<file path="src/design/vfsp_pkg.sv">
`timescale 1ns / 1ps
// Package of the video frame sync pacer: types, codes and constants.
// Depends on nothing; every other file of the block imports it.
package vfsp_pkg;

    localparam int TIME_W   = 40;
    localparam int SERIAL_W = 16;
    localparam int DUR_W    = 28;
    localparam int SHORT_W  = 24;
    localparam int RATE_W   = 16;
    localparam int CFG_IDX_W  = 3;
    localparam int CFG_DATA_W = 28;
    localparam int RATE_FRAC  = 8;
    localparam int DIVIDEND_W = DUR_W + RATE_FRAC;
    localparam int DIV_CNT_W  = 6;

    localparam logic [DUR_W-1:0]   DUR_RESET       = 28'd40000;
    localparam logic [SHORT_W-1:0] MIN_DELAY_RESET = 24'd10000;
    localparam logic [DUR_W-1:0]   MAX_DELAY_RESET = 28'd10000000;
    localparam logic [SHORT_W-1:0] SYNC_RESET      = 24'd100000;
    localparam logic [SHORT_W-1:0] DROP_RESET      = 24'd100000;
    localparam logic [RATE_W-1:0]  RATE_ONE        = 16'd256;
    localparam logic [RATE_W-1:0]  RATE_TOL        = 16'd3;

    // Actions reported for each event.
    typedef enum logic [2:0] {
        ACT_SHOW   = 3'd0,
        ACT_DROP   = 3'd1,
        ACT_STALE  = 3'd2,
        ACT_HELD   = 3'd3,
        ACT_REPEAT = 3'd4,
        ACT_IDLE   = 3'd5
    } action_t;

    // Register indexes of the configuration port.
    typedef enum logic [CFG_IDX_W-1:0] {
        REG_MIN_DELAY = 3'd0,
        REG_MAX_DELAY = 3'd1,
        REG_SYNC      = 3'd2,
        REG_DROP      = 3'd3,
        REG_RATE      = 3'd4,
        REG_SERIAL    = 3'd5
    } reg_idx_t;

    typedef struct packed {
        logic [SHORT_W-1:0]  min_delay_us;
        logic [DUR_W-1:0]    max_delay_us;
        logic [SHORT_W-1:0]  sync_threshold_us;
        logic [SHORT_W-1:0]  drop_threshold_us;
        logic [RATE_W-1:0]   playback_rate_q8;
        logic [SERIAL_W-1:0] current_serial;
    } cfg_t;

endpackage

</file>
<file path="src/design/vfsp_if.sv">
`timescale 1ns / 1ps
// Channel interfaces of the video frame sync pacer: events in, results out
// and configuration writes. Depends on vfsp_pkg.
interface vfsp_in_if;
    import vfsp_pkg::*;
    logic                valid;
    logic                ready;
    logic                func;
    logic [TIME_W-1:0]   frame_pts_us;
    logic [SERIAL_W-1:0] frame_serial;
    logic [TIME_W-1:0]   master_clock_us;
    modport source (output valid, func, frame_pts_us, frame_serial, master_clock_us,
                    input ready);
    modport sink (input valid, func, frame_pts_us, frame_serial, master_clock_us,
                  output ready);
endinterface

interface vfsp_out_if;
    import vfsp_pkg::*;
    logic              valid;
    logic              ready;
    logic [2:0]        action;
    logic [TIME_W-1:0] shown_pts_us;
    logic [TIME_W-1:0] delay_us;
    modport source (output valid, action, shown_pts_us, delay_us, input ready);
    modport sink (input valid, action, shown_pts_us, delay_us, output ready);
endinterface

interface vfsp_cfg_if;
    import vfsp_pkg::*;
    logic                  valid;
    logic                  ready;
    logic [CFG_IDX_W-1:0]  index;
    logic [CFG_DATA_W-1:0] data;
    modport source (output valid, index, data, input ready);
    modport sink (input valid, index, data, output ready);
endinterface

</file>
<file path="src/design/vfsp_cfg.sv">
`timescale 1ns / 1ps
// Configuration register bank of the video frame sync pacer.
// Depends on vfsp_pkg and vfsp_cfg_if.
module vfsp_cfg (
    input  logic              clk,
    input  logic              rst_n,
    vfsp_cfg_if.sink          cfg,
    output vfsp_pkg::cfg_t    regs
);
    import vfsp_pkg::*;

    cfg_t regs_reg;

    // Writes are always taken.
    assign cfg.ready = 1'b1;
    assign regs = regs_reg;

    // Register writes; each field keeps only its own width.
    always_ff @(posedge clk or negedge rst_n)
    begin
        if (!rst_n)
        begin
            regs_reg.min_delay_us      <= MIN_DELAY_RESET;
            regs_reg.max_delay_us      <= MAX_DELAY_RESET;
            regs_reg.sync_threshold_us <= SYNC_RESET;
            regs_reg.drop_threshold_us <= DROP_RESET;
            regs_reg.playback_rate_q8  <= RATE_ONE;
            regs_reg.current_serial    <= '0;
        end
        else if (cfg.valid)
        begin
            unique case (cfg.index)
                REG_MIN_DELAY: regs_reg.min_delay_us      <= cfg.data[SHORT_W-1:0];
                REG_MAX_DELAY: regs_reg.max_delay_us      <= cfg.data[DUR_W-1:0];
                REG_SYNC:      regs_reg.sync_threshold_us <= cfg.data[SHORT_W-1:0];
                REG_DROP:      regs_reg.drop_threshold_us <= cfg.data[SHORT_W-1:0];
                REG_RATE:      regs_reg.playback_rate_q8  <= cfg.data[RATE_W-1:0];
                REG_SERIAL:    regs_reg.current_serial    <= cfg.data[SERIAL_W-1:0];
                default:       ;
            endcase
        end
    end

endmodule

</file>
<file path="src/design/vfsp_div.sv">
`timescale 1ns / 1ps
// Bit-serial restoring divider: one quotient bit per cycle.
// Depends on vfsp_pkg.
module vfsp_div (
    input  logic                              clk,
    input  logic                              rst_n,
    input  logic                              start,
    input  logic [vfsp_pkg::DIVIDEND_W-1:0]   dividend,
    input  logic [vfsp_pkg::RATE_W-1:0]       divisor,
    output logic                              done,
    output logic [vfsp_pkg::DIVIDEND_W-1:0]   quotient
);
    import vfsp_pkg::*;

    logic [RATE_W-1:0]     rem_reg;
    logic [RATE_W-1:0]     dvs_reg;
    logic [DIVIDEND_W-1:0] shift_reg;
    logic [DIV_CNT_W-1:0]  cnt_reg;
    logic                  busy_reg;
    logic                  done_reg;
    logic [RATE_W:0]       trial;
    logic                  fits;

    // Trial subtraction of the next dividend bit.
    assign trial = {rem_reg, shift_reg[DIVIDEND_W-1]};
    assign fits  = trial >= {1'b0, dvs_reg};

    assign done     = done_reg;
    assign quotient = shift_reg;

    // The dividend shifts out at the top while quotient bits shift in below.
    always_ff @(posedge clk or negedge rst_n)
    begin
        if (!rst_n)
        begin
            busy_reg <= 1'b0;
            done_reg <= 1'b0;
            cnt_reg  <= '0;
        end
        else
        begin
            done_reg <= 1'b0;
            if (start)
            begin
                busy_reg <= 1'b1;
                cnt_reg  <= DIV_CNT_W'(DIVIDEND_W);
            end
            else if (busy_reg)
            begin
                cnt_reg <= cnt_reg - 1'b1;
                if (cnt_reg == DIV_CNT_W'(1))
                begin
                    busy_reg <= 1'b0;
                    done_reg <= 1'b1;
                end
            end
        end
    end

    always_ff @(posedge clk)
    begin
        if (start)
        begin
            rem_reg   <= '0;
            dvs_reg   <= divisor;
            shift_reg <= dividend;
        end
        else if (busy_reg)
        begin
            rem_reg   <= fits ? RATE_W'(trial - {1'b0, dvs_reg}) : trial[RATE_W-1:0];
            shift_reg <= {shift_reg[DIVIDEND_W-2:0], fits};
        end
    end

endmodule

</file>
<file path="src/design/video_frame_sync_pacer_unit.sv">
`timescale 1ns / 1ps
// Top level of the video frame sync pacer: event sequencer and state.
// Depends on vfsp_pkg, vfsp_if, vfsp_cfg and vfsp_div.
//
// Channel     Direction  Transfer when       Payload
// frame_in    in         valid && ready      func, frame_pts_us, frame_serial, master_clock_us
// result_out  out        valid && ready      action, shown_pts_us, delay_us
// cfg         in         valid && ready      index, data
//
// Stale, drop, held, repeat and idle results are registered straight from S_DECIDE.
// A shown frame goes on through S_DUR, S_DELAY and S_CLAMP to S_FIN, by way of the
// 36-step bit-serial divider in S_DIV when the playback rate needs it.
// One event is worked on at a time; a finished result waits in the output
// register, so the next event is taken while it is still pending.
// Reset is asynchronous and active low and restores all but the working registers.
module video_frame_sync_pacer_unit (
    input  logic       clk,
    input  logic       rst_n,
    vfsp_in_if.sink    frame_in,
    vfsp_out_if.source result_out,
    vfsp_cfg_if.sink   cfg
);
    import vfsp_pkg::*;

    typedef enum logic [6:0] {
        S_IDLE   = 7'b0000001,
        S_DECIDE = 7'b0000010,
        S_DUR    = 7'b0000100,
        S_DELAY  = 7'b0001000,
        S_CLAMP  = 7'b0010000,
        S_DIV    = 7'b0100000,
        S_FIN    = 7'b1000000
    } state_t;

    cfg_t     regs;
    logic     div_start;
    logic     div_done;
    logic [DIVIDEND_W-1:0] quotient;

    state_t state_reg, state_next;

    logic                func_reg;
    logic [TIME_W-1:0]   pts_reg;
    logic [TIME_W-1:0]   master_reg;
    logic [SERIAL_W-1:0] serial_reg;

    logic [TIME_W-1:0] last_pts_reg;
    logic [DUR_W-1:0]  last_dur_reg;
    logic              has_shown_reg;
    logic              held_valid_reg;
    logic [TIME_W-1:0] held_pts_reg;
    logic [TIME_W-1:0] held_master_reg;

    logic [DUR_W-1:0]      dur_reg;
    logic signed [TIME_W:0] diff_reg;
    logic signed [DUR_W+1:0] raw_reg;
    logic [DIVIDEND_W-1:0] res_reg;

    logic              out_valid_reg;
    action_t           out_action_reg;
    logic [TIME_W-1:0] out_pts_reg;
    logic [TIME_W-1:0] out_delay_reg;

    logic                   out_free;
    logic signed [TIME_W:0] late;
    logic                   is_late;
    logic signed [TIME_W:0] step;
    logic                   step_bad;
    logic [DUR_W-1:0]       dur_now;
    logic [TIME_W:0]        abs_diff;
    logic [DUR_W-1:0]       win;
    logic signed [DUR_W+1:0] near_sum;
    logic signed [DUR_W+1:0] min_ext;
    logic [DUR_W-1:0]       clamped;
    logic                   need_div;
    logic [DIVIDEND_W-1:0]  fin_val;

    vfsp_cfg u_cfg (
        .clk   (clk),
        .rst_n (rst_n),
        .cfg   (cfg),
        .regs  (regs)
    );

    vfsp_div u_div (
        .clk      (clk),
        .rst_n    (rst_n),
        .start    (div_start),
        .dividend ({clamped, RATE_FRAC'(0)}),
        .divisor  (regs.playback_rate_q8),
        .done     (div_done),
        .quotient (quotient)
    );

    assign out_free         = !out_valid_reg || result_out.ready;
    assign frame_in.ready   = state_reg == S_IDLE;
    assign result_out.valid = out_valid_reg;
    assign result_out.action       = out_action_reg;
    assign result_out.shown_pts_us = out_pts_reg;
    assign result_out.delay_us     = out_delay_reg;

    // Lateness of an arriving frame against the drop threshold.
    assign late    = $signed({1'b0, master_reg}) - $signed({1'b0, pts_reg});
    assign is_late = late > $signed({17'b0, regs.drop_threshold_us});

    // Nominal duration from the last shown time stamp.
    assign step     = $signed({1'b0, pts_reg}) - $signed({1'b0, last_pts_reg});
    assign step_bad = step <= 0 || step > $signed({13'b0, regs.max_delay_us});
    assign dur_now  = step_bad ? last_dur_reg : step[DUR_W-1:0];

    // Correction window against the clock difference.
    assign abs_diff = diff_reg[TIME_W] ? (TIME_W+1)'(-diff_reg) : diff_reg;
    assign win = (dur_reg > DUR_W'(regs.sync_threshold_us)) ? dur_reg
                                                            : DUR_W'(regs.sync_threshold_us);

    // Corrected duration inside the window; the difference fits there.
    assign min_ext  = $signed({6'b0, regs.min_delay_us});
    assign near_sum = $signed({2'b0, dur_reg}) + $signed(diff_reg[DUR_W+1:0]);

    // Clamp to the delay limits; below the minimum the lower one wins.
    always_comb
    begin
        if (raw_reg < $signed({6'b0, regs.min_delay_us}))
            clamped = DUR_W'(regs.min_delay_us);
        else if (raw_reg > $signed({2'b0, regs.max_delay_us}))
            clamped = regs.max_delay_us;
        else
            clamped = raw_reg[DUR_W-1:0];
    end

    // Rate scaling is skipped at zero and within the tolerance around one.
    assign need_div = regs.playback_rate_q8 != '0
                   && (regs.playback_rate_q8 + RATE_TOL <= RATE_ONE
                       || regs.playback_rate_q8 >= RATE_ONE + RATE_TOL);

    // A scaled delay is held at the minimum again.
    assign fin_val = (need_div && res_reg < DIVIDEND_W'(regs.min_delay_us))
                   ? DIVIDEND_W'(regs.min_delay_us) : res_reg;

    // Sequencer next state.
    always_comb
    begin
        state_next = state_reg;
        div_start  = 1'b0;
        unique case (state_reg)
            S_IDLE:
                if (frame_in.valid)
                    state_next = S_DECIDE;
            S_DECIDE:
                if (func_reg)
                begin
                    if (held_valid_reg)
                        state_next = S_DUR;
                    else if (out_free)
                        state_next = S_IDLE;
                end
                else if (serial_reg != regs.current_serial || is_late)
                begin
                    if (out_free)
                        state_next = S_IDLE;
                end
                else
                    state_next = S_DUR;
            S_DUR:
                state_next = S_DELAY;
            S_DELAY:
                state_next = S_CLAMP;
            S_CLAMP:
                if (need_div)
                begin
                    div_start  = 1'b1;
                    state_next = S_DIV;
                end
                else
                    state_next = S_FIN;
            S_DIV:
                if (div_done)
                    state_next = S_FIN;
            S_FIN:
                if (out_free)
                    state_next = S_IDLE;
            default:
                state_next = S_IDLE;
        endcase
    end

    // Control state, pacing state and the output register.
    always_ff @(posedge clk or negedge rst_n)
    begin
        if (!rst_n)
        begin
            state_reg       <= S_IDLE;
            last_pts_reg    <= '0;
            last_dur_reg    <= DUR_RESET;
            has_shown_reg   <= 1'b0;
            held_valid_reg  <= 1'b0;
            held_pts_reg    <= '0;
            held_master_reg <= '0;
            out_valid_reg   <= 1'b0;
        end
        else
        begin
            state_reg <= state_next;
            unique case (state_reg)
                S_DECIDE:
                    if (!func_reg && serial_reg == regs.current_serial && is_late
                        && !held_valid_reg && out_free)
                    begin
                        held_valid_reg  <= 1'b1;
                        held_pts_reg    <= pts_reg;
                        held_master_reg <= master_reg;
                    end
                S_DUR:
                begin
                    last_pts_reg   <= pts_reg;
                    last_dur_reg   <= dur_now;
                    has_shown_reg  <= 1'b1;
                    held_valid_reg <= 1'b0;
                end
                default:
                    ;
            endcase
            if ((state_reg == S_DECIDE && state_next == S_IDLE)
                || (state_reg == S_FIN && out_free))
                out_valid_reg <= 1'b1;
            else if (result_out.ready)
                out_valid_reg <= 1'b0;
        end
    end

    // Working registers of the event and the output payload.
    always_ff @(posedge clk)
    begin
        if (state_reg == S_IDLE && frame_in.valid)
        begin
            func_reg   <= frame_in.func;
            pts_reg    <= frame_in.frame_pts_us;
            serial_reg <= frame_in.frame_serial;
            master_reg <= frame_in.master_clock_us;
        end
        else if (state_reg == S_DECIDE && func_reg && held_valid_reg)
        begin
            pts_reg    <= held_pts_reg;
            master_reg <= held_master_reg;
        end

        if (state_reg == S_DUR)
        begin
            dur_reg  <= dur_now;
            diff_reg <= $signed({1'b0, pts_reg}) - $signed({1'b0, master_reg});
        end

        if (state_reg == S_DELAY)
        begin
            if (abs_diff < {13'b0, win})
                raw_reg <= (near_sum < min_ext) ? min_ext : near_sum;
            else
                raw_reg <= $signed({2'b0, dur_reg});
        end

        if (state_reg == S_CLAMP)
            res_reg <= DIVIDEND_W'(clamped);
        else if (state_reg == S_DIV && div_done)
            res_reg <= quotient;

        // Results decided straight from the event.
        if (state_reg == S_DECIDE && state_next == S_IDLE)
        begin
            out_pts_reg   <= (func_reg && has_shown_reg) ? last_pts_reg : '0;
            out_delay_reg <= '0;
            if (func_reg)
                out_action_reg <= has_shown_reg ? ACT_REPEAT : ACT_IDLE;
            else if (serial_reg != regs.current_serial)
                out_action_reg <= ACT_STALE;
            else
                out_action_reg <= held_valid_reg ? ACT_DROP : ACT_HELD;
        end
        else if (state_reg == S_FIN && out_free)
        begin
            out_action_reg <= ACT_SHOW;
            out_pts_reg    <= pts_reg;
            out_delay_reg  <= TIME_W'(fin_val);
        end
    end

endmodule

</file>
<file path="src/flat_wrapper.sv">
// flat-port wrapper written by rule: the top's interface ports become plain ports
module video_frame_sync_pacer_unit_flat import vfsp_pkg::*;
  (clk, rst_n, frame_in_valid, frame_in_func, frame_in_frame_pts_us, frame_in_frame_serial, frame_in_master_clock_us, frame_in_ready, result_out_valid, result_out_action, result_out_shown_pts_us, result_out_delay_us, result_out_ready, cfg_valid, cfg_index, cfg_data, cfg_ready);
  vfsp_in_if frame_in_i ();
  vfsp_out_if result_out_i ();
  vfsp_cfg_if cfg_i ();
  input  logic clk;
  input  logic rst_n;
  input wire logic [$bits(frame_in_i.valid)-1:0] frame_in_valid;
  input wire logic [$bits(frame_in_i.func)-1:0] frame_in_func;
  input wire logic [$bits(frame_in_i.frame_pts_us)-1:0] frame_in_frame_pts_us;
  input wire logic [$bits(frame_in_i.frame_serial)-1:0] frame_in_frame_serial;
  input wire logic [$bits(frame_in_i.master_clock_us)-1:0] frame_in_master_clock_us;
  output wire logic [$bits(frame_in_i.ready)-1:0] frame_in_ready;
  output wire logic [$bits(result_out_i.valid)-1:0] result_out_valid;
  output wire logic [$bits(result_out_i.action)-1:0] result_out_action;
  output wire logic [$bits(result_out_i.shown_pts_us)-1:0] result_out_shown_pts_us;
  output wire logic [$bits(result_out_i.delay_us)-1:0] result_out_delay_us;
  input wire logic [$bits(result_out_i.ready)-1:0] result_out_ready;
  input wire logic [$bits(cfg_i.valid)-1:0] cfg_valid;
  input wire logic [$bits(cfg_i.index)-1:0] cfg_index;
  input wire logic [$bits(cfg_i.data)-1:0] cfg_data;
  output wire logic [$bits(cfg_i.ready)-1:0] cfg_ready;
  assign frame_in_i.valid = frame_in_valid;
  assign frame_in_i.func = frame_in_func;
  assign frame_in_i.frame_pts_us = frame_in_frame_pts_us;
  assign frame_in_i.frame_serial = frame_in_frame_serial;
  assign frame_in_i.master_clock_us = frame_in_master_clock_us;
  assign frame_in_ready = frame_in_i.ready;
  assign result_out_valid = result_out_i.valid;
  assign result_out_action = result_out_i.action;
  assign result_out_shown_pts_us = result_out_i.shown_pts_us;
  assign result_out_delay_us = result_out_i.delay_us;
  assign result_out_i.ready = result_out_ready;
  assign cfg_i.valid = cfg_valid;
  assign cfg_i.index = cfg_index;
  assign cfg_i.data = cfg_data;
  assign cfg_ready = cfg_i.ready;
  video_frame_sync_pacer_unit u_core (.clk(clk), .rst_n(rst_n), .frame_in(frame_in_i), .result_out(result_out_i), .cfg(cfg_i));
endmodule
</file>
<file path="config.mk">
export PLATFORM = sky130hd
export DESIGN_NAME = video_frame_sync_pacer_unit_flat
export DESIGN_NICKNAME = d
export VERILOG_FILES = /design/src/design/vfsp_pkg.sv /design/src/design/vfsp_if.sv /design/src/design/vfsp_cfg.sv /design/src/design/vfsp_div.sv /design/src/design/video_frame_sync_pacer_unit.sv /design/src/flat_wrapper.sv
export SDC_FILE = /design/constraint.sdc
export NUM_CORES = 2
export LEC_CHECK = 0
export ABC_AREA = 1
export BUFFER_PORTS_ARGS = -buffer_cell sky130_fd_sc_hd__buf_4
export CORE_ASPECT_RATIO = 0.75
export CORE_MARGIN = 2
export CORE_UTILIZATION = 45
export CTS_CLUSTER_DIAMETER = 40
export CTS_CLUSTER_SIZE = 8
export DETAILED_ROUTE_END_ITERATION = 10
export HOLD_SLACK_MARGIN = 0.05
export PLACE_DENSITY = 0.6
export SLEW_MARGIN = 20
export SYNTH_ARGS = -nofsm -noshare
export SYNTH_HDL_FRONTEND = slang
export SYNTH_SLANG_ARGS = --single-unit
</file>
<file path="constraint.sdc">
create_clock -name clk -period 9.6 [get_ports clk]
set_clock_uncertainty 0.1 [all_clocks]
set_input_delay 0.96 -clock clk [delete_from_list [all_inputs] [get_ports clk]]
set_output_delay 0.96 -clock clk [all_outputs]
set_load 0.1 [all_outputs]
</file>
==> flow_summary.yaml <==
placement:
  place_congestion: 1.037
  dp_hpwl_um: 125600
  placed_cells: 7253
  io_buffers: 213
logic_synthesis:
  async_flop_share_pct: 44.02
  synth.area.top_cells: "edfxtp_1 (21%), nand2_1 (15%), dfrtp_1 (15%), ha_1 (10%), inv_1 (5.8%)"
  synth_largest_area_cell: "edfxtp_1"
  yosysWarningCount: 0
  synth_top_area_share_pct: 20.77
  synthesis.area_um2: 44970
  synth-main-ff-cell: "edfxtp_1"
  syn_area_per_cell_um2: 7.647
  synth-seq-cells: 677
  synthXorXnorAreaFrac_pct: 3.194
  ys_types: 71
  synth_fa_ha_area_share_pct: 10.43
  synth-simple-area-share_pct: 25.77
  synth_top_family_by_area: "simple AND/OR/NAND/NOR gates"
  seq_area_frac_synth_pct: 40.46
  synth_mux_area_share_pct: 0
  synthCells: 5881
  synth_compound_area_share_pct: 12.02
  synth_edf_count: 311
floorplan:
  core_area_um2: 99100
  start_util_pct: 45.39
  chipWidth_um: 369.0
  fp-row-count: 100
  io_pins: 219
  die_area_um2: 102500
  die_y_um: 277.8
cells_and_area:
  syn_to_final_growth_pct: 14.12
  regArea_um2: 18200
  final_nets: 6546
  final.fill_count: 9761
  multi_input_area_um2: 23230
  mostFrequentLayoutCells: "nand2_1 (1770), inv_1 (695), o21ai_0 (447), nor2_1 (391), ha_1 (367)"
  largest_reg_flops: 132
  drive_gt1_share_pct: 8.469
  layoutNonFillerInstCount: 7467
  final_common_cell: "nand2_1"
setup_path:
  endpoint_kind: "register"
  crit_arrival_ns: 6.41
  start_kind: "register"
  cpPeakStageDelay_ns: 0.73
  path_cells: "ha_1 -> inv_1 -> fa_1 -> inv_1 -> o21ai_1 -> a21oi_1 -> o21ai_1 -> xor2_1 -> ha_1 -> nand2_1 -> nor2_1 -> nand4_1 -> nor4_1 -> nand2_1 -> nor2_1 -> nand3_1 -> nand3_2 -> nand2_4 -> nand2_4 -> nand2_2"
  crit_slowest_cell: "nand2_2"
  cp_max_fo: 46
  critPathKind: "register to register"
  cp.required_ns: 9.72
routing:
  detailroute.via_count: 41410
  drt-total-wl_um: 160900
  drc: 0
  avgRoutedWirePerCell_um: 21.54
  ant_nets: 0
  drt_iter0_drc: 4935
  vias_per_cell: 5.545
  drt-pass1-iter-count: 8
pwr:
  p_switching_mw: 6.804
  peakVddDrop_mv: 0.1730
  power_density_nw_per_um2: 289.2
  switching_share_pct: 45.85
  power.internal_mw: 8.037
  combPwrFrac_pct: 46.1
  p_leak_nw: 24.59
  clockPowerShare_pct: 26.2
  power_frac_seq_pct: 27.7
sta:
  max-slew-margin-rel_pct: 24.67
  max_slew.worst_pin.slew_ns: 1.127
  setup_violations: 0
  rsz0062_at_grt: "no"
  min_period_over_period_pct: 65.62
  drv_slew: 0
  min_period_ns: 6.299
  fmax_mhz: 158.8
  tns_ns: 0
  holdWs_ns: 0.05947
  hold_viol: 0
cts:
  numClockSinks: 677
  clk_latency_ns: 0.73
  post_cts_resized: 0
  clockRootBuffer: "clkbuf_16"
  cts_max_level: 3
  numCtsBuffers: 112
  cts_tree: "yes"
  clk_pin_slew_ns: 0.05
  postCtsSetupRepairBufs: 0
  cts_hold_repair.buffers: 0
  cts_buffer_depth: 3
worst_hold_path:
  hp-class: "input port to async pin"
global_routing:
  grt-ovfl-total: 0
  track_usage_pct: 30.83
  antenna_found_initial: 10
  grt_pass1_vias: 38180
  grt_start_max_net_pins: 125
  grt_pass1_wl_um: 239900
run:
  cap_viol_max_count: 0
outcome:
  status: "complete, no violations"
==> area by class of cell <==
class,instances,share of cell area (%)
diodes,1,0.004876
clock buffers,179,6.170
clock inverters,34,0.9020
inverters,714,5.232
multi-input cells,4284,45.25
flip-flops and latches,677,35.46
well taps,1326,3.233
repair buffers,252,3.749
==> cell usage after synthesis, types with 13 or more instances <==
cell type  count
a21o_1        13
edfxtp_1     311
nor2_4        15
o21ai_0      448
dfstp_2       32
xnor2_1       51
buf_2         47
o21a_1        17
buf_4         16
dfxtp_1       68
nor3_1        83
nand3_1      234
o21bai_1      21
o211ai_1      20
nor4_1        27
a211oi_1      14
clkbuf_1     132
nand2_1     1775
a31oi_1       15
o22ai_1       29
a21oi_1      329
a22oi_1       20
nor2_1       394
and2_1        30
inv_1        698
nand4_1      149
xor2_1       113
ha_1         367
dfrtp_1      266
==> worst max-delay path: cells and delay by family, from the launching register on <==
family / cells / cell delay (ns)
buffers and inverters: 2 / 0.29
AOI/OAI and AO/OA: 3 / 0.71
DFF: 1 / 0.56
and+or+nand+nor: 11 / 2.69
xor gates and xnor gates: 1 / 0.18
adders and majority gates: 3 / 1.14
==> power by group through the flow <==
stage	logic, mW	clock network (mW)	registers, mW
6_report	6.84	3.89	4.11
5_1_grt	7.49	4.07	4.14
4_1_cts	6.70	3.94	4.08
3_5_place_dp	6.66	0	4.13
3_3_place_gp	6.65	0	4.12
2_1_floorplan	4.37	0	4.10
==> routing by layer <==
layer  global-route usage, %  share of wire [%]  up-vias
li1                        -                  -    19770
met1                   48.44                 48    19680
met2                   42.18                 40     1759
met3                   7.420                 11      197
met4                   5.934                1.7        4
met5                   1.689               0.15        -
==> cell families after synthesis <==
| group | Yosys count |
|---|---|
| buffers and inverters | 924 |
| AND/OR/NAND/NOR | 2761 |
| adder cells (fa/ha/maj) | 372 |
| flip-flops | 677 |
| AO/OA/AOI/OAI | 981 |
| XOR/XNOR | 164 |
| other | 2 |
==> path summary, 6_finish.rpt <==
path                            depth (start not counted)  slack (ns)                                end                 startpoint
max in group asynchronous                               3        7.36            u_core.held_pts_reg[28]                      rst_n
worst max-delay path                                   20        3.30  u_core.result_out.shown_pts_us[5]          u_core.pts_reg[0]
min in group clk                                        1        0.30              u_core.serial_reg[13]  frame_in_frame_serial[13]
worst min-delay path                                    1        0.06              u_core.u_cfg.regs[11]                      rst_n
worst max register to register                         20        3.30  u_core.result_out.shown_pts_us[5]          u_core.pts_reg[0]
worst min register to register                          2        0.37            u_core.last_dur_reg[10]    u_core.last_dur_reg[10]
==> stage by stage <==
stage	total power, mW	cell area, um2	util [%]	worst slack (ns)
2_1_floorplan	8.473	44990	-	1.538
4_1_cts	14.72	51310	51.78	3.464
3_5_place_dp	10.79	47680	48.12	3.509
6_report	14.84	51320	51.79	3.301
3_3_place_gp	10.78	47680	48.12	3.699
5_1_grt	15.71	51320	51.79	3.024
Power figures use the tool's default switching activity.
